<file path="src/sv/fde_pkg.sv">
// types, codes and helper functions shared by the format directive expander
// no dependencies; used by the controller, the datapath, the top level and the testbench
package fde_pkg;

    localparam logic [7:0] CH_PERCENT = 8'h25;
    localparam logic [7:0] CH_D       = 8'h64;
    localparam logic [7:0] CH_I       = 8'h69;
    localparam logic [7:0] CH_X_LOWER = 8'h78;
    localparam logic [7:0] CH_X_UPPER = 8'h58;
    localparam logic [7:0] CH_L       = 8'h6C;
    localparam logic [7:0] CH_B       = 8'h62;
    localparam logic [7:0] CH_C       = 8'h63;
    localparam logic [7:0] CH_S       = 8'h73;

    localparam int DEC_STEPS  = 32;
    localparam int DEC_DIGITS = 10;
    localparam int CNT_W      = 5;
    localparam int STEP_W     = 5;

    typedef enum logic [1:0] {
        ST_IDLE,
        ST_DEC,
        ST_TRIM,
        ST_EMIT
    } state_t;

    typedef enum logic [3:0] {
        LD_NONE,
        LD_CHAR,
        LD_PCT,
        LD_ARGC,
        LD_HEX8,
        LD_HEX32,
        LD_HEX64,
        LD_BIN,
        LD_DEC
    } load_t;

    typedef struct packed {
        load_t load;
        logic  dabble;
        logic  trim;
        logic  emit;
    } cmd_t;

    typedef struct packed {
        logic dec_last;
        logic lead_zero;
        logic cnt_one;
        logic out_free;
    } stat_t;

    function automatic logic [7:0] hex_char(input logic [3:0] nib);
        logic [7:0] ch;
        if (nib < 4'd10)
        begin
            ch = 8'h30 + {4'b0, nib};
        end
        else
        begin
            ch = 8'h37 + {4'b0, nib};
        end
        return ch;
    endfunction

endpackage

</file>
<file path="src/sv/fde_in_if.sv">
// input channel of the expander: format character and argument
// depends on nothing
interface fde_in_if;
    logic        valid;
    logic        ready;
    logic [7:0]  format_char;
    logic [63:0] argument_value;

    modport source (output valid, output format_char, output argument_value, input ready);
    modport sink (input valid, input format_char, input argument_value, output ready);
endinterface

</file>
<file path="src/sv/fde_out_if.sv">
// output channel of the expander: one ascii character per transaction
// depends on nothing
interface fde_out_if;
    logic       valid;
    logic       ready;
    logic [7:0] out_char;
    logic       is_last;

    modport source (output valid, output out_char, output is_last, input ready);
    modport sink (input valid, input out_char, input is_last, output ready);
endinterface

</file>
<file path="src/sv/fde_ctrl.sv">
// controller: decodes the format character, sequences conversion and emission
// depends on fde_pkg
module fde_ctrl
(
    input  logic                  clk,
    input  logic                  rst_n,
    input  logic                  in_valid,
    input  logic [7:0]            format_char,
    output logic                  in_ready,
    input  fde_pkg::stat_t        stat,
    output fde_pkg::cmd_t         cmd
);

    fde_pkg::state_t state_reg, state_next;
    logic            pending_reg, pending_next;

    always_ff @(posedge clk or negedge rst_n)
    begin
        if (!rst_n)
        begin
            state_reg   <= fde_pkg::ST_IDLE;
            pending_reg <= 1'b0;
        end
        else
        begin
            state_reg   <= state_next;
            pending_reg <= pending_next;
        end
    end

    always_comb
    begin
        fde_pkg::load_t ld;
        state_next   = state_reg;
        pending_next = pending_reg;
        in_ready     = 1'b0;
        ld           = fde_pkg::LD_NONE;
        cmd.load     = fde_pkg::LD_NONE;
        cmd.dabble   = 1'b0;
        cmd.trim     = 1'b0;
        cmd.emit     = 1'b0;
        unique case (state_reg)
            fde_pkg::ST_IDLE:
            begin
                in_ready = 1'b1;
                if (!pending_reg)
                begin
                    ld = (format_char == fde_pkg::CH_PERCENT) ? fde_pkg::LD_NONE
                                                              : fde_pkg::LD_CHAR;
                end
                else
                begin
                    unique case (format_char)
                        fde_pkg::CH_D, fde_pkg::CH_I: ld = fde_pkg::LD_DEC;
                        fde_pkg::CH_X_LOWER:          ld = fde_pkg::LD_HEX8;
                        fde_pkg::CH_X_UPPER:          ld = fde_pkg::LD_HEX32;
                        fde_pkg::CH_L:                ld = fde_pkg::LD_HEX64;
                        fde_pkg::CH_B:                ld = fde_pkg::LD_BIN;
                        fde_pkg::CH_C:                ld = fde_pkg::LD_ARGC;
                        fde_pkg::CH_S:                ld = fde_pkg::LD_NONE;
                        default:                      ld = fde_pkg::LD_PCT;
                    endcase
                end
                if (in_valid)
                begin
                    cmd.load     = ld;
                    pending_next = !pending_reg && (format_char == fde_pkg::CH_PERCENT);
                    if (ld == fde_pkg::LD_DEC)
                    begin
                        state_next = fde_pkg::ST_DEC;
                    end
                    else if (ld != fde_pkg::LD_NONE)
                    begin
                        state_next = fde_pkg::ST_EMIT;
                    end
                end
            end
            fde_pkg::ST_DEC:
            begin
                cmd.dabble = 1'b1;
                if (stat.dec_last)
                begin
                    state_next = fde_pkg::ST_TRIM;
                end
            end
            fde_pkg::ST_TRIM:
            begin
                if (stat.lead_zero && !stat.cnt_one)
                begin
                    cmd.trim = 1'b1;
                end
                else
                begin
                    state_next = fde_pkg::ST_EMIT;
                end
            end
            fde_pkg::ST_EMIT:
            begin
                if (stat.out_free)
                begin
                    cmd.emit = 1'b1;
                    if (stat.cnt_one)
                    begin
                        state_next = fde_pkg::ST_IDLE;
                    end
                end
            end
            default:
            begin
                state_next = fde_pkg::ST_IDLE;
            end
        endcase
    end

endmodule

</file>
<file path="src/sv/fde_datapath.sv">
// datapath: digit shift buffer, double-dabble converter and output register
// depends on fde_pkg
module fde_datapath
(
    input  logic           clk,
    input  logic           rst_n,
    input  logic [7:0]     format_char,
    input  logic [63:0]    argument_value,
    input  fde_pkg::cmd_t  cmd,
    output fde_pkg::stat_t stat,
    input  logic           out_ready,
    output logic           out_valid,
    output logic [7:0]     out_char,
    output logic           out_last
);

    logic [63:0]                     buf_reg, buf_next;
    logic [4*fde_pkg::DEC_DIGITS-1:0] bcd_reg, bcd_next;
    logic                            raw_reg, raw_next;
    logic [fde_pkg::CNT_W-1:0]       cnt_reg, cnt_next;
    logic [fde_pkg::STEP_W-1:0]      step_reg, step_next;
    logic                            out_valid_reg, out_valid_next;
    logic [7:0]                      out_char_reg, out_char_next;
    logic                            out_last_reg, out_last_next;

    always_ff @(posedge clk or negedge rst_n)
    begin
        if (!rst_n)
        begin
            cnt_reg       <= '0;
            step_reg      <= '0;
            out_valid_reg <= 1'b0;
        end
        else
        begin
            cnt_reg       <= cnt_next;
            step_reg      <= step_next;
            out_valid_reg <= out_valid_next;
        end
    end

    always_ff @(posedge clk)
    begin
        buf_reg      <= buf_next;
        bcd_reg      <= bcd_next;
        raw_reg      <= raw_next;
        out_char_reg <= out_char_next;
        out_last_reg <= out_last_next;
    end

    assign stat.dec_last  = (step_reg == fde_pkg::STEP_W'(fde_pkg::DEC_STEPS - 1));
    assign stat.lead_zero = (buf_reg[63:60] == 4'd0);
    assign stat.cnt_one   = (cnt_reg == fde_pkg::CNT_W'(1));
    assign stat.out_free  = !out_valid_reg || out_ready;

    assign out_valid = out_valid_reg;
    assign out_char  = out_char_reg;
    assign out_last  = out_last_reg;

    always_comb
    begin
        logic [63:0]                      bin_exp;
        logic [4*fde_pkg::DEC_DIGITS-1:0] bcd_adj;
        logic [4*fde_pkg::DEC_DIGITS+31:0] dd;
        buf_next       = buf_reg;
        bcd_next       = bcd_reg;
        raw_next       = raw_reg;
        cnt_next       = cnt_reg;
        step_next      = step_reg;
        out_char_next  = out_char_reg;
        out_last_next  = out_last_reg;
        out_valid_next = out_ready ? 1'b0 : out_valid_reg;

        // one nibble per bit of the low byte, most significant first
        bin_exp = '0;
        for (int i = 0; i < 8; i++)
        begin
            bin_exp[32 + 4*i] = argument_value[i];
        end

        for (int k = 0; k < fde_pkg::DEC_DIGITS; k++)
        begin
            bcd_adj[4*k +: 4] = (bcd_reg[4*k +: 4] >= 4'd5) ? bcd_reg[4*k +: 4] + 4'd3
                                                           : bcd_reg[4*k +: 4];
        end
        dd = {bcd_adj, buf_reg[31:0]} << 1;

        unique case (cmd.load)
            fde_pkg::LD_NONE:
            begin
            end
            fde_pkg::LD_CHAR:
            begin
                buf_next = {format_char, 56'b0};
                cnt_next = fde_pkg::CNT_W'(1);
                raw_next = 1'b1;
            end
            fde_pkg::LD_PCT:
            begin
                buf_next = {fde_pkg::CH_PERCENT, format_char, 48'b0};
                cnt_next = fde_pkg::CNT_W'(2);
                raw_next = 1'b1;
            end
            fde_pkg::LD_ARGC:
            begin
                buf_next = {argument_value[7:0], 56'b0};
                cnt_next = fde_pkg::CNT_W'(1);
                raw_next = 1'b1;
            end
            fde_pkg::LD_HEX8:
            begin
                buf_next = {argument_value[7:0], 56'b0};
                cnt_next = fde_pkg::CNT_W'(2);
                raw_next = 1'b0;
            end
            fde_pkg::LD_HEX32:
            begin
                buf_next = {argument_value[31:0], 32'b0};
                cnt_next = fde_pkg::CNT_W'(8);
                raw_next = 1'b0;
            end
            fde_pkg::LD_HEX64:
            begin
                buf_next = argument_value;
                cnt_next = fde_pkg::CNT_W'(16);
                raw_next = 1'b0;
            end
            fde_pkg::LD_BIN:
            begin
                buf_next = bin_exp;
                cnt_next = fde_pkg::CNT_W'(8);
                raw_next = 1'b0;
            end
            fde_pkg::LD_DEC:
            begin
                buf_next  = {32'b0, argument_value[31:0]};
                bcd_next  = '0;
                step_next = '0;
                cnt_next  = fde_pkg::CNT_W'(fde_pkg::DEC_DIGITS);
                raw_next  = 1'b0;
            end
            default:
            begin
            end
        endcase

        if (cmd.dabble)
        begin
            bcd_next  = dd[4*fde_pkg::DEC_DIGITS+31:32];
            step_next = step_reg + fde_pkg::STEP_W'(1);
            if (stat.dec_last)
            begin
                buf_next = {dd[4*fde_pkg::DEC_DIGITS+31:32], 24'b0};
            end
            else
            begin
                buf_next = {32'b0, dd[31:0]};
            end
        end

        if (cmd.trim)
        begin
            buf_next = buf_reg << 4;
            cnt_next = cnt_reg - fde_pkg::CNT_W'(1);
        end

        if (cmd.emit)
        begin
            out_char_next  = raw_reg ? buf_reg[63:56] : fde_pkg::hex_char(buf_reg[63:60]);
            out_last_next  = stat.cnt_one;
            out_valid_next = 1'b1;
            buf_next       = raw_reg ? (buf_reg << 8) : (buf_reg << 4);
            cnt_next       = cnt_reg - fde_pkg::CNT_W'(1);
        end
    end

endmodule

</file>
<file path="src/sv/format_directive_expander_unit.sv">
// top level of the format directive expander: controller, datapath, channels
// depends on fde_pkg, fde_in_if, fde_out_if, fde_ctrl, fde_datapath
//
// One format character is taken at a time; the block accepts the next one only
// after every character of the current transaction has been loaded into the
// output register. A plain character or %c emits one character and an unknown
// directive two; %x, %X, %l and %b emit 2, 8, 16 or 8 digits. %d and %i run a
// double-dabble converter one bit per cycle over 32 shift steps, then trim 0 to
// 9 leading zeros and emit one character per remaining digit; trims and digits
// always add up to 10. A lone percent or %s emits nothing. A stalled output
// channel holds back the emission.
module format_directive_expander_unit
(
    input  logic       clk,
    input  logic       rst_n,
    fde_in_if.sink     in_chan,
    fde_out_if.source  out_chan
);

    fde_pkg::cmd_t  cmd;
    fde_pkg::stat_t stat;

    fde_ctrl u_ctrl
    (
        .clk         (clk),
        .rst_n       (rst_n),
        .in_valid    (in_chan.valid),
        .format_char (in_chan.format_char),
        .in_ready    (in_chan.ready),
        .stat        (stat),
        .cmd         (cmd)
    );

    fde_datapath u_datapath
    (
        .clk            (clk),
        .rst_n          (rst_n),
        .format_char    (in_chan.format_char),
        .argument_value (in_chan.argument_value),
        .cmd            (cmd),
        .stat           (stat),
        .out_ready      (out_chan.ready),
        .out_valid      (out_chan.valid),
        .out_char       (out_chan.out_char),
        .out_last       (out_chan.is_last)
    );

    a_emit_needs_room: assert property (@(posedge clk) disable iff (!rst_n)
        cmd.emit |-> stat.out_free)
        else $error("character emitted while output register is occupied");

    a_idle_quiet: assert property (@(posedge clk) disable iff (!rst_n)
        in_chan.ready |-> !cmd.emit && !cmd.dabble && !cmd.trim)
        else $error("datapath busy while accepting input");

    a_last_frees_input: assert property (@(posedge clk) disable iff (!rst_n)
        cmd.emit && stat.cnt_one |=> in_chan.ready)
        else $error("input not ready after final character");

    a_dabble_no_emit: assert property (@(posedge clk) disable iff (!rst_n)
        cmd.dabble |=> !cmd.emit)
        else $error("emission directly after conversion step");

endmodule

</file>
<file path="src/flat_wrapper.sv">
// flat-port wrapper written by rule: the top's interface ports become plain ports
module format_directive_expander_unit_flat 
  (clk, rst_n, in_chan_valid, in_chan_format_char, in_chan_argument_value, in_chan_ready, out_chan_valid, out_chan_out_char, out_chan_is_last, out_chan_ready);
  fde_in_if in_chan_i ();
  fde_out_if out_chan_i ();
  input  logic clk;
  input  logic rst_n;
  input wire logic [$bits(in_chan_i.valid)-1:0] in_chan_valid;
  input wire logic [$bits(in_chan_i.format_char)-1:0] in_chan_format_char;
  input wire logic [$bits(in_chan_i.argument_value)-1:0] in_chan_argument_value;
  output wire logic [$bits(in_chan_i.ready)-1:0] in_chan_ready;
  output wire logic [$bits(out_chan_i.valid)-1:0] out_chan_valid;
  output wire logic [$bits(out_chan_i.out_char)-1:0] out_chan_out_char;
  output wire logic [$bits(out_chan_i.is_last)-1:0] out_chan_is_last;
  input wire logic [$bits(out_chan_i.ready)-1:0] out_chan_ready;
  assign in_chan_i.valid = in_chan_valid;
  assign in_chan_i.format_char = in_chan_format_char;
  assign in_chan_i.argument_value = in_chan_argument_value;
  assign in_chan_ready = in_chan_i.ready;
  assign out_chan_valid = out_chan_i.valid;
  assign out_chan_out_char = out_chan_i.out_char;
  assign out_chan_is_last = out_chan_i.is_last;
  assign out_chan_i.ready = out_chan_ready;
  format_directive_expander_unit u_core (.clk(clk), .rst_n(rst_n), .in_chan(in_chan_i), .out_chan(out_chan_i));
endmodule
</file>
<file path="config.mk">
export PLATFORM = sky130hd
export DESIGN_NAME = format_directive_expander_unit_flat
export DESIGN_NICKNAME = d
export VERILOG_FILES = /design/src/sv/fde_pkg.sv /design/src/sv/fde_in_if.sv /design/src/sv/fde_out_if.sv /design/src/sv/fde_ctrl.sv /design/src/sv/fde_datapath.sv /design/src/sv/format_directive_expander_unit.sv /design/src/flat_wrapper.sv
export SDC_FILE = /design/constraint.sdc
export NUM_CORES = 1
export LEC_CHECK = 0
export BUFFER_PORTS_ARGS = -buffer_cell sky130_fd_sc_hd__buf_4
export CORE_MARGIN = 3
export CORE_UTILIZATION = 54
export DETAILED_ROUTE_END_ITERATION = 6
export PLACE_DENSITY = 0.77
export SYNTH_ARGS = -nofsm -noshare
export SYNTH_HDL_FRONTEND = slang
export SYNTH_SLANG_ARGS = --single-unit
</file>
<file path="constraint.sdc">
create_clock -name clk -period 3.4 [get_ports clk]
set_clock_uncertainty 0.05 [all_clocks]
set_input_delay 0.17 -clock clk [delete_from_list [all_inputs] [get_ports clk]]
set_output_delay 0.17 -clock clk [all_outputs]
set_load 0.01 [all_outputs]
</file>
# Yosys cells after proc, flatten, opt, wreduce, memory -nomap -nowiden
# Index checks and enable logic that the tools add are counted.
totals:
  output_inout_bits: 11
  inputBits: 76
  reg_bits: 128
  wordCells: 135
classes:
  n_eq_ne: 29
  reduce_logical: 23
  mux: 48
  addsub: 14
  magnitude_cmp: 11
ops:
  columns: ["cell", "n"]
  rows:
  - ["$pmux W64 S7", 1]
  - ["$mux W64", 5]
  - ["$mux W40", 2]
  - ["$eq A8 B7 Y1 const B", 8]
  - ["$mux W4", 13]
  - ["$ge A4 B3 Y1 const B", 10]
  - ["$add A4 B2 Y4 const B", 9]
  - ["$pmux W4 S7", 1]
  - ["$pmux W5 S5", 1]
  - ["$mux W5", 4]
  - ["$eq A4 B3 Y1 const B", 4]
  - ["$add A6 B4 Y7 const A", 2]
  - ["$mux W2", 7]
  - ["$reduce_bool A10 Y1", 1]
  - ["$reduce_or A2 Y1", 5]
  - ["$mux W1", 9]
  - ["$eq A4 B2 Y1 const B", 2]
  - ["$eq A4 B4 Y1 const B", 2]
  - ["$eq A8 B6 Y1 const B", 1]
  - ["$mux W8", 1]
  - ["$pmux W2 S4", 1]
  - ["$mux W7", 1]
  - ["$reduce_bool A7 Y1", 1]
  - ["$ne A2 B2 Y1 const B", 3]
  - ["24 further kinds", 31]

# Logic depth before layout (Yosys ltp)
# Gate-level depths: netlist of run 1.
logic_depth:
  word_depth: 13
  depth_mapped: 10
  mapped_depth_nobuf: 9

# Hierarchy
# Synthesis of run 1 repeated with hierarchy kept, for this count alone.
unflattened:
  hier_cells: 931
  hier_area_um2: 8984.9
modules_own_cells:
  columns: ["module", "seq_area_each_um2", "cells_per_inst", "area_per_inst_um2", "n_inst"]
  rows:
  - ["fde_datapath", 3698.5, 870, 8465.6, 1]
  - ["fde_ctrl", 75.1, 61, 519.2, 1]

# Worst setup path before layout of run 1
# OpenSTA, ideal clock, no wires.
synth_path:
  path_type: "input -> register"
  startpoint: "in in_chan_format_char[3]"
  endpoint: "reg u_core.u_datapath.buf_reg[0] (enable)"
  path_stages: 7
  setup_slack_ns: -0.095
  required_ns: 2.661
  t_arrival_ns: 2.756
  setup_time_ns: 0.689
  path_cell_list: "buf_6 -> or3b_4 -> nor3b_1 -> nor3_1 -> o31a_1 -> o21bai_2 -> nand2_1"
synth_via:
  elab_chain_len: 10
  elab_cells_between_ends: 26
  cone_classes: "17 x eq/ne; 6 x mux; 3 x reduce/logical"
synth_lines:
  columns: ["element", "line", "text"]
  rows:
  - ["start, declared", "flat_wrapper.sv:9", "input wire logic [$bits(in_chan_i.format_char)-1:0] in_chan_format_char;"]
  - ["$eq A8 B7 Y1", "fde_ctrl.sv:53", "unique case (format_char)"]
  - ["$reduce_or A2 Y1", "fde_ctrl.sv:53", null]
  - ["$pmux W4 S7", "fde_ctrl.sv:53", null]
  - ["$mux W4 *", "fde_ctrl.sv:46", "if (!pending_reg)"]
  - ["$mux W4 *", "fde_ctrl.sv:42", "unique case (state_reg)"]
  - ["$mux W4 *", "fde_ctrl.sv:64", "if (in_valid)"]
  - ["$mux W4 *", "fde_ctrl.sv:42", null]
  - ["$eq A4 B3 Y1 / $eq A4 B2 Y1 (equally long branches)", "fde_datapath.sv:88", "unique case (cmd.load)"]
  - ["$reduce_or A2 Y1 (no source line)", null, null]
  - ["$reduce_bool A10 Y1 (no source line) *", null, null]
  - ["end signal, assigned", "fde_datapath.sv:44", "buf_reg <= buf_next;"]
  - ["end, declared", "fde_datapath.sv:17", "logic [63:0] buf_reg, buf_next;"]
# Every way passes the cells marked *; elsewhere a longest branch is shown, timed or not. The select of a mux whose other input is x is not followed.
# A chain may end at the register's enable or synchronous reset.

# Final worst setup path of run 1
layout_path:
  startpoint: "reg u_core.u_ctrl.state_reg[0]"
  endpoint: "reg u_core.u_datapath.buf_reg[0], data pin"
layout_via:
  elab_chain_len: 8
  elab_cells_between_ends: 21
  cone_classes: "11 x eq/ne; 8 x mux; 2 x reduce/logical"
layout_lines:
  columns: ["element", "line", "text"]
  rows:
  - ["start, declared", "fde_ctrl.sv:14", "fde_pkg::state_t state_reg, state_next;"]
  - ["start signal, assigned", "fde_ctrl.sv:21", "state_reg <= fde_pkg::ST_IDLE;"]
  - ["start signal, assigned", "fde_ctrl.sv:26", "state_reg <= state_next;"]
  - ["$logic_not A2 Y1", "fde_ctrl.sv:42", null]
  - ["$mux W4", "fde_ctrl.sv:42", null]
  - ["$eq A4 B3 Y1 / $eq A4 B2 Y1 (equally long branches)", "fde_datapath.sv:88", null]
  - ["$reduce_or A2 Y1 (no source line)", null, null]
  - ["$pmux W64 S7", "fde_datapath.sv:88", null]
  - ["$mux W64", "fde_datapath.sv:147", "if (cmd.dabble)"]
  - ["$mux W64", "fde_datapath.sv:161", "if (cmd.trim)"]
  - ["$mux W64 *", "fde_datapath.sv:167", "if (cmd.emit)"]
# Every way passes the cells marked *; elsewhere a longest branch is shown, timed or not.

==> results of run 1 <==
[cell families (layout without fill, tap and decap cells)]
logic type	count (synthesis)	count (layout)	synth area share
AO/OA/AOI/OAI	300	300	0.250
AND/OR/NAND/NOR	271	271	0.162
flip-flops	128	128	0.458
buffers and inverters	88	184	0.0451
adder cells (fa/ha/maj)	30	30	0.0456
XOR/XNOR	20	20	0.0213
multiplexers	14	14	0.0182
[cell type report]
cell class | instances | area, µm² | area share
Sequential cell | 128 | 3770 | 0.386
Timing Repair Buffer | 117 | 906 | 0.0927
Clock inverter | 14 | 189 | 0.0193
Multi-Input combinational cell | 635 | 4110 | 0.421
Inverter | 36 | 135 | 0.0138
Clock buffer | 17 | 425 | 0.0435
Tap cell | 184 | 230 | 0.0236
[how the worst max path moves through the flow]
stage | startpoint | end | slack, ns | cells past startpoint
after floorplan | in_chan_format_char[3] | u_core.u_datapath.buf_reg[0] | 0.54 | 7
after CTS | u_core.u_ctrl.state_reg[0] | u_core.u_datapath.buf_reg[0] | 0.38 | 10
after detailed placement | u_core.u_ctrl.state_reg[0] | u_core.u_datapath.buf_reg[0] | 0.42 | 10
after global routing | u_core.u_ctrl.state_reg[0] | u_core.u_datapath.buf_reg[0] | 0.12 | 10
after global placement | u_core.u_ctrl.state_reg[0] | u_core.u_datapath.buf_reg[0] | 0.50 | 10
final | u_core.u_ctrl.state_reg[0] | u_core.u_datapath.buf_reg[0] | 0.37 | 10
[metrics by stage]
| step | utilization | instance area, µm² |
|---|---|---|
| 3_3_place_gp | 0.622 | 9150 |
| 6_report | 0.665 | 9770 |
| 2_1_floorplan | - | 8240 |
| 4_1_cts | 0.665 | 9770 |
| 5_1_grt | 0.665 | 9770 |
| 3_5_place_dp | 0.622 | 9150 |
[where the power goes]
part	switching [W]	leakage [nW]	total (W)	internal, W
clock network	0.000696	0.297	0.00192	0.00122
registers	0.000553	1.30	0.00339	0.00284
logic	0.00204	2.14	0.00335	0.00131
[layer usage]
layer  up-vias  track usage  share of wire
met5         -            0              0
met4         0       0.0978          0.030
met3        50       0.0746           0.11
met2       493        0.419           0.44
met1      3522        0.424           0.42
li1       3430            -              -
[Yosys cell counts, types with 8 or more instances]
library cell	n	area, µm²
buf_2	9	45.0
a21o_1	14	105
nand2b_1	17	106
nand2_1	104	390
a211oi_1	9	67.6
mux2_2	8	90.1
and2_1	15	93.8
dfrtp_1	14	350
xnor2_1	16	140
inv_1	36	135
a31oi_1	9	56.3
a21boi_0	11	82.6
a22oi_1	12	90.1
clkbuf_1	35	131
o21ai_0	34	170
a21oi_1	65	325
ha_1	30	375
edfxtp_1	114	3420
nand3_1	20	100
a221oi_1	33	289
o22ai_1	59	369
nor2_1	60	225
[cells in the final DEF (no fill, tap or decap), drive strengths merged, types with 8 or more instances in the layout]
cell | netlist | layout
clkbuf | 35 | 17
dfrtp | 14 | 14
ha | 30 | 30
edfxtp | 114 | 114
a31oi | 10 | 10
mux2 | 8 | 8
and2 | 15 | 15
nand2b | 17 | 17
a21oi | 66 | 66
nand2 | 104 | 104
inv | 36 | 38
a211oi | 12 | 12
xnor2 | 16 | 16
a21boi | 11 | 11
o21ai | 36 | 36
nor2 | 60 | 60
nor3b | 8 | 8
a221oi | 33 | 33
a22oi | 12 | 12
o22ai | 59 | 59
buf | 17 | 116
nand3 | 20 | 20
a21o | 14 | 14
[worst register-to-register path: stages (launching register included)]
cell,delay [ns]
dfrtp_1,0.41
inv_1,0.10
ha_1,0.27
and3_1,0.36
buf_4,0.21
o2111ai_1,0.11
a211oi_1,0.31
a211oi_2,0.08
buf_4,0.20
a2111oi_0,0.58
buf_4,0.22
[repair_timing]
item	CTS	global route
setup endpoints to repair	0	0
hold endpoints to repair	14	0
buffers inserted	0	0
hold buffers	1	0
==> metrics.yaml, run 1 <==
whs_endpoint: "u_core.u_datapath.out_valid"
ys_async_sr_fraction: 0.109
cp_top_family: "compound AO/OA/AOI/OAI gates"
crit_path_frequent_cell: "buf_4"
largest_register_ffs: 64
status: "finished, final reports clean"
drc: 0
clk_pin_slew_ns: 0.06
clock_path_buffers: 2
core_um2: 14700
htreeDepth: 4
slowest_stage: "a2111oi_0"
cts_tree: "yes"
worstPathMaxFanout: 15
clock_latency_ns: 0.42
reg2reg_to: "u_core.u_datapath.buf_reg[0]"
p_per_area_nw_per_um2: 887
ant_nets: 0
crit_path_start_kind: "flip-flop"
r2r_slack_ns: 0.37
crit_type: "flip-flop to flip-flop"
grt_overflow_total: 0
syn-num-nets: 957
first_pass_iters: 6
r2r_cells: 10
drt-total-wl_um: 24000
antenna_cells: 0
hp-class: "input pin to flip-flop"
cts_root_buffer: "clkbuf_16"
fin_cells: 1131
finalSetupViolations: 0
min_path_cells: 3
drtIter0Drc: 917
relSlewSlack: 0.557
clock-sinks: 128
required_ns: 3.65
hp-start: "out_chan_ready"
gp_congestion: 0.979
period_share: 0.891
grt_pass1_wl_um: 37000
fin_ws_ns: 0.372
crit_path_cell_trace: "inv_1, ha_1, and3_1, buf_4, o2111ai_1, a211oi_1, a211oi_2, buf_4, a2111oi_0, buf_4"
synth_cell_types: 75
rsz0062_at_grt: "no"
cpPeakStageDelay_ns: 0.58
syn-cell-area_um2: 8230
cts-resized-gates: 0
nets: 1041
vdd_ir_drop_max_uv: 517
grt_usage: 0.289
cp-end-kind: "flip-flop"
area_growth_pct: 18.7
syn_avg_cell_area_um2: 9.68
fillerInstances: 1156
vias: 7495
path_buf_inv: 4
wl_per_cell_um: 21.3
dp.cells: 1099
final-hold-violation-count: 0
cts_buffers: 17
finalSetupTns_ns: 0
tightest_slew_ns: 0.659
p_leak_nw: 3.74
yosysWarnings: 0
grt_pass1_vias: 6853
total_power_w: 0.00866
maxCapViolations: 0
slew_viol_final: 0
grt_max_degree: 65
crit_arrival_ns: 3.27
die-area_um2: 16800
ys.flop_type: "edfxtp_1"
num_rows: 44
synth_edf_count: 114
antenna_found_initial: 0
max_freq_ghz: 0.330
pin_count: 87
rr_startpoint: "u_core.u_ctrl.state_reg[0]"
hpwl_um: 17300
holdWs_ns: 0.0144
fp.dieW_um: 129
final_layout_size_suffix_gt1_frac: 0.187
vias_per_cell: 6.63
ys_seq_area_frac: 0.458
ys_ff_latch: 128
min_period_ns: 3.03
portBuffers: 86
synth_cells: 851
die_h_um: 129
start_util: 0.560
dp_slack_ns: 0.416
No activity file was read; power rests on OpenSTA's default activity.
==> inputs of run 2 (changes only) <==
- BUFFER_PORTS_ARGS: -buffer_cell sky130_fd_sc_hd__buf_4 -> -buffer_cell sky130_fd_sc_hd__buf_2
==> run 2 against run 1 <==
  * Combinational power about the same
  * Largest cell class unchanged
  * Final area is 1.2% lower
  * Sequential share of layout area rose by 0.48 points
  * Largest power group unchanged
  * Non-clock buffer count increased by 6
  * Clock power grew 8%
  * Register-to-register slack lost 0.08 ns
==> metrics.yaml, run 2 (synthesis results as in run 1) <==
grt_usage: 0.293  # +0.00363
clock-sinks: 128  # unchanged
grt_pass1_wl_um: 37600  # +1.5%
reg2reg_to: "u_core.u_datapath.buf_reg[62]"
die-area_um2: 16800  # unchanged
vias_per_cell: 6.57  # -0.85%
path_buf_inv: 2  # -2
holdWs_ns: 0.0326  # +0.0183 ns
vdd_ir_drop_max_uv: 479  # -7.3%
tightest_slew_ns: 0.805  # +0.146 ns
htreeDepth: 4  # unchanged
rsz0062_at_grt: "no"
drc: 0  # unchanged
pin_count: 87  # unchanged
dp.cells: 1104  # +0.45%
final_cell_area_um2: 9650  # -1.2%
core_um2: 14700  # unchanged
place_area_um2: 8970  # -1.9%
cp-end-kind: "flip-flop"
r2r_slack_ns: 0.29  # -0.08 ns
die_h_um: 129  # unchanged
gp_congestion: 0.987  # +0.89%
final_cell_mix: "114 x edfxtp_1, 102 x nand2_1, 86 x buf_2, 65 x a21oi_1, 60 x nor2_1"
nets: 1047  # +0.58%
largest_register_ffs: 64  # unchanged
hpwl_um: 17300  # -0.33%
busiest_layer: "met2"
num_rows: 44  # unchanged
fp.dieW_um: 129  # unchanged
fin_cells: 1137  # +0.53%
antenna_cells: 0  # unchanged
cts_tree: "yes"
relSlewSlack: 0.463  # -0.0935
cts-resized-gates: 0  # unchanged
final-hold-violation-count: 0  # unchanged
start_util: 0.560  # unchanged
crit_type: "flip-flop to flip-flop"
grt_use_met3: 0.0829  # +0.00824
hp-class: "input pin to flip-flop"
status: "finished, final reports clean"
rr_startpoint: "u_core.u_ctrl.state_reg[0]"
cts_root_buffer: "clkbuf_16"
met1_usage: 0.424  # -0.000495
cts_buffers: 17  # unchanged
layout.cells.most_common: "edfxtp_1"
clk_pin_slew_ns: 0.06  # about the same
startpoint: "u_core.u_ctrl.state_reg[0]"
drtIter0Drc: 1109  # +21%
final_layout_size_suffix_gt1_frac: 0.191  # +0.00407
ant_nets: 0  # unchanged
crit_path_cell_trace: "inv_1, ha_1, and3_1, nand2_1, nor3_1, a211oi_2, buf_4, nor4bb_1, o32ai_1"
cp_top_family: "simple AND/OR/NAND/NOR gates"
min_path_cells: 3  # unchanged
min_period_ns: 3.11  # +0.0792 ns
clock_path_buffers: 2  # unchanged
vias: 7471  # -0.32%
finalSetupViolations: 0  # unchanged
slowest_stage: "and3_1"
cpPeakStageDelay_ns: 0.49  # -0.09 ns
grt_overflow_total: 0  # unchanged
clock_latency_ns: 0.42  # about the same
use_met2: 0.430  # +0.0119
p_per_area_nw_per_um2: 910  # +2.7%
max_freq_ghz: 0.322  # -2.5%
wl_per_cell_um: 21.1  # -0.55%
crit_path_start_kind: "flip-flop"
finalSetupTns_ns: 0  # unchanged
p_leak_nw: 3.72  # -0.54%
total_power_w: 0.00878  # +1.4%
first_pass_iters: 5  # -1
portBuffers: 86  # unchanged
cp-endpoint: "u_core.u_datapath.buf_reg[62]"
fillerInstances: 1160  # +0.35%
worstPathMaxFanout: 14  # -1
r2r_cells: 9  # -1
crit_arrival_ns: 3.21  # -0.06 ns
antenna_found_initial: 0  # unchanged
grt_max_degree: 50  # -23%
maxCapViolations: 0  # unchanged
grt_pass1_vias: 6992  # +2.0%
slew_viol_final: 0  # unchanged
period_share: 0.914  # +0.0233
drt-total-wl_um: 24000  # about the same
area_growth_pct: 17.2
required_ns: 3.50  # -0.15 ns
cp.depth: 9  # -1
-- run 2: cell count changes in the layout (fill, tap and decap cells not counted), sizes merged --
cell         previous run  this run
buf                   116       121
bufinv                  4         6
clkinv                  6         5
clkinvlp                2         1
dlygate4sd3             1         2
-- run 2: routing by layer --
layer  up-vias  part of all wire  wire (µm)
li1       3447                 -          -
met1      3547              0.43      10200
met2       441              0.44      10700
met3        36              0.11       2660
met4         0             0.020        471
met5         -                 0          0
-- run 2: timing repair --
| item | in CTS | in global routing |
|---|---|---|
| endpoints found under the setup margin | 0 | 0 |
| hold buffers | 2 | 0 |
| hold endpoints to repair | 15 | 0 |
| setup buffers | 0 | 0 |
-- run 2: per-stage QoR --
stage               utilization  worst slack, ns
global route              0.657           0.0849
detailed placement        0.610            0.318
CTS                       0.657            0.373
floorplan                     -            0.537
finish                    0.657            0.293
global placement          0.610            0.389
-- run 2: how the worst min path moves through the flow --
stage | to | start | slack (ns)
global route | u_core.u_datapath.buf_reg[24] | in_chan_argument_value[24] | 0.04
finish | u_core.u_datapath.buf_reg[24] | in_chan_argument_value[24] | 0.03
CTS | u_core.u_datapath.buf_reg[24] | in_chan_argument_value[24] | 0.02
floorplan | u_core.u_ctrl.pending_reg | rst_n | -0.18
global placement | u_core.u_ctrl.pending_reg | rst_n | 0.04
detailed placement | u_core.u_ctrl.pending_reg | rst_n | 0.04
-- run 2: worst min-delay path: stages --
cell and delay, ns:
buf_2 0.10, nand3_1 0.06, o31ai_1 0.06
-- run 2: cell type report --
class	instances	area, µm²	share of cell area
clock buffer	17	425	0.0441
clock inverter	14	236	0.0245
inverter	36	135	0.0140
multi-input combinational	635	4110	0.426
sequential	128	3770	0.391
tap	184	230	0.0239
timing repair buffer	123	738	0.0765
-- run 2: report_power, final --
group	leakage [nW]	total, W	internal [W]	switching, W
clock	0.321	0.00207	0.00137	0.000697
sequential	1.30	0.00338	0.00284	0.000542
combinational	2.10	0.00334	0.00127	0.00207
total	3.72	0.00878	0.00548	0.00330
==> inputs of run 3 (changes only) <==
- CORE_UTILIZATION: 54 -> 56
- CTS_BUF_LIST: default -> sky130_fd_sc_hd__clkbuf_8
- PLACE_DENSITY: 0.77 -> 0.8
==> run 3 against run 2 <==
  * Critical path depth down 2
  * Worst hold slack better by 0.013 ns
  * Final area is 2.5% lower
  * Via count is essentially flat
  * Flip-flop and latch count unchanged
  * Fmax fell by 0.39%
  * Non-clock buffer count shrank 4
  * Global-route usage is essentially flat
  * Power fell by 7.8%
  * Routed wire length shrank 1.9%
  * First-iteration DRC count fell by 22%
  * Utilization grew 0.87 points
  * Largest power group unchanged
==> metrics.yaml, run 3 (synthesis results as in run 1) <==
fp.dieW_um: 127  # -1.7%
clock_path_buffers: 2  # unchanged
largest_register_ffs: 64  # unchanged
r2r_slack_ns: 0.28  # about the same
cts_buffers: 17  # unchanged
layout.cells.most_common: "edfxtp_1"
crit_path_start_kind: "flip-flop"
portBuffers: 86  # unchanged
clk_pin_slew_ns: 0.07  # about the same
drc: 0  # unchanged
clkPwrFrac: 0.169  # -0.066
worstPathMaxFanout: 15  # +1
finalSetupTns_ns: 0  # unchanged
start_util: 0.582  # +0.0217
slew_viol_final: 0  # unchanged
antenna_found_initial: 1  # +1
cts_root_buffer: "clkbuf_8"
ant_nets: 0  # unchanged
rr_startpoint: "u_core.u_ctrl.pending_reg"
hpwl_um: 17100  # -0.96%
p_leak_nw: 3.61  # -2.9%
hp-class: "input pin to flip-flop"
swShare: 0.393  # +0.0165
rsz0062_at_grt: "no"
hp-start: "in_chan_argument_value[24]"
die_h_um: 127  # -1.7%
grt_pass1_wl_um: 37000  # -1.5%
min_period_ns: 3.12  # +0.0123 ns
clock-sinks: 128  # unchanged
crit_type: "flip-flop to flip-flop"
drtIter0Drc: 870  # -22%
relSlewSlack: 0.417  # -0.0468
first_pass_iters: 5  # unchanged
power_frac_comb: 0.414  # +0.034
status: "finished, final reports clean"
fin_util: 0.665  # +0.00868
route.met2.wl_um: 10700  # -0.31%
vias: 7474  # +0.040%
highest_layer: "met5"
final-hold-violation-count: 0  # unchanged
r2r_cells: 7  # -2
htreeDepth: 4  # unchanged
min_path_cells: 3  # unchanged
final_cell_mix: "114 x edfxtp_1, 102 x nand2_1, 86 x buf_2, 65 x a21oi_1, 60 x nor2_1"
cts_setup_buffers: 0  # unchanged
wl_met3_um: 2670  # +0.45%
crit_arrival_ns: 3.25  # +0.04 ns
grt_max_degree: 65  # +30%
grt_pass1_vias: 6914  # -1.1%
max_freq_ghz: 0.321  # -0.39%
period_share: 0.918  # +0.00361
maxCapViolations: 0  # unchanged
reg2reg_to: "u_core.u_datapath.buf_reg[59]"
wl_met1_um: 9670  # -5.4%
wl_per_cell_um: 20.9  # -1.2%
grt_usage: 0.292  # about the same
finalSetupViolations: 0  # unchanged
p_per_area_nw_per_um2: 860  # -5.5%
pin_count: 87  # unchanged
drt-total-wl_um: 23600  # -1.9%
tightest_slew_ns: 0.874  # +0.0686 ns
cts_tree: "yes"
vias_per_cell: 6.62  # +0.75%
clock_latency_ns: 0.44  # +0.02 ns
required_ns: 3.53  # +0.03 ns
p_seq_frac: 0.417  # +0.032
nets: 1043  # -0.38%
num_rows: 43  # -2.3%
p_int_w: 0.00492  # -10%
whs_endpoint: "u_core.u_datapath.buf_reg[24]"
grt_overflow_total: 0  # unchanged
vdd_ir_drop_max_uv: 487  # +1.6%
p_switching_w: 0.00318  # -3.7%
antenna_cells: 0  # unchanged
cts-resized-gates: 0  # unchanged
final_layout_size_suffix_gt1_frac: 0.183  # -0.00762
area_growth_pct: 14.3
core_um2: 14100  # -3.7%
die-area_um2: 16200  # -3.4%
gp_congestion: 0.926  # -6.2%
cp-end-kind: "flip-flop"
run 3: cell count changes in the layout (fill, tap and decap cells not counted):
| cell | previous run | this run |
|---|---|---|
| clkbuf_16 | 17 | 0 |
| clkbuf_8 | 0 | 17 |
| buf_4 | 33 | 25 |
| buf_12 | 2 | 6 |
| bufinv_16 | 6 | 4 |
| clkinv_1 | 1 | 3 |
| inv_1 | 36 | 38 |
| inv_6 | 2 | 0 |
| clkinv_4 | 2 | 3 |
| clkinvlp_4 | 1 | 0 |
run 3: layout make-up:
cell class / instances / area (µm²)
timing repair buffer: 119 / 758
inverter: 36 / 135
multi-input combinational: 635 / 4110
fill: 1129 / 4740
clock buffer: 17 / 234
tap: 180 / 225
sequential: 128 / 3770
clock inverter: 14 / 175
run 3: what timing repair did:
| action | CTS | global route |
|---|---|---|
| hold buffers | 2 | 0 |
| endpoints found under the setup margin | 0 | 0 |
| hold endpoints to repair | 15 | 0 |
run 3: worst max-delay path: stages, from the launching register on:
cell,delay (ns)
dfrtp_1,0.39
or4_1,0.39
nor3_1,0.34
a31o_2,0.29
o21ai_2,0.12
a211oi_2,0.70
a2111oi_0,0.18
or3_1,0.40
run 3: metrics by stage:
step / cell area [µm²] / hold WS, ns / power [W] / cells / setup WS (ns)
after detailed placement: 8980 / 0.0496 / 0.00667 / 1096 / 0.239
after global placement: 8980 / 0.0470 / 0.00657 / 1096 / 0.310
after global routing: 9410 / 0.0479 / 0.00861 / 1129 / 0.0690
after CTS: 9410 / 0.00879 / 0.00805 / 1129 / 0.307
final: 9410 / 0.0461 / 0.00810 / 1129 / 0.280
after floorplan: 8240 / -0.176 / 0.00557 / 851 / 0.537
run 3: power groups by stage:
stage	Clock, W	Combinational [W]	Sequential (W)
after floorplan	0	0.00234	0.00323
after CTS	0.00138	0.00332	0.00335
after global routing	0.00145	0.00371	0.00344
after detailed placement	0	0.00329	0.00338
final	0.00137	0.00335	0.00338
after global placement	0	0.00321	0.00336
run 3: metal layers:
layer,global-route usage,vias to the layer above
met3,0.0669,50
met5,0,-
met2,0.435,492
li1,-,3430
met4,0.0902,2
met1,0.428,3500
run 3: how the worst max path moves through the flow:
| stage | from | to | cells after the start |
|---|---|---|---|
| 6_report | u_core.u_ctrl.pending_reg | u_core.u_datapath.buf_reg[59] | 7 |
| 3_5_place_dp | in_chan_format_char[3] | u_core.u_datapath.buf_reg[59] | 8 |
| 3_3_place_gp | in_chan_format_char[2] | u_core.u_datapath.buf_reg[59] | 8 |
| 4_1_cts | u_core.u_ctrl.pending_reg | u_core.u_datapath.buf_reg[59] | 7 |
| 2_1_floorplan | in_chan_format_char[3] | u_core.u_datapath.buf_reg[0] | 7 |
| 5_1_grt | u_core.u_ctrl.state_reg[1] | u_core.u_datapath.buf_reg[59] | 9 |
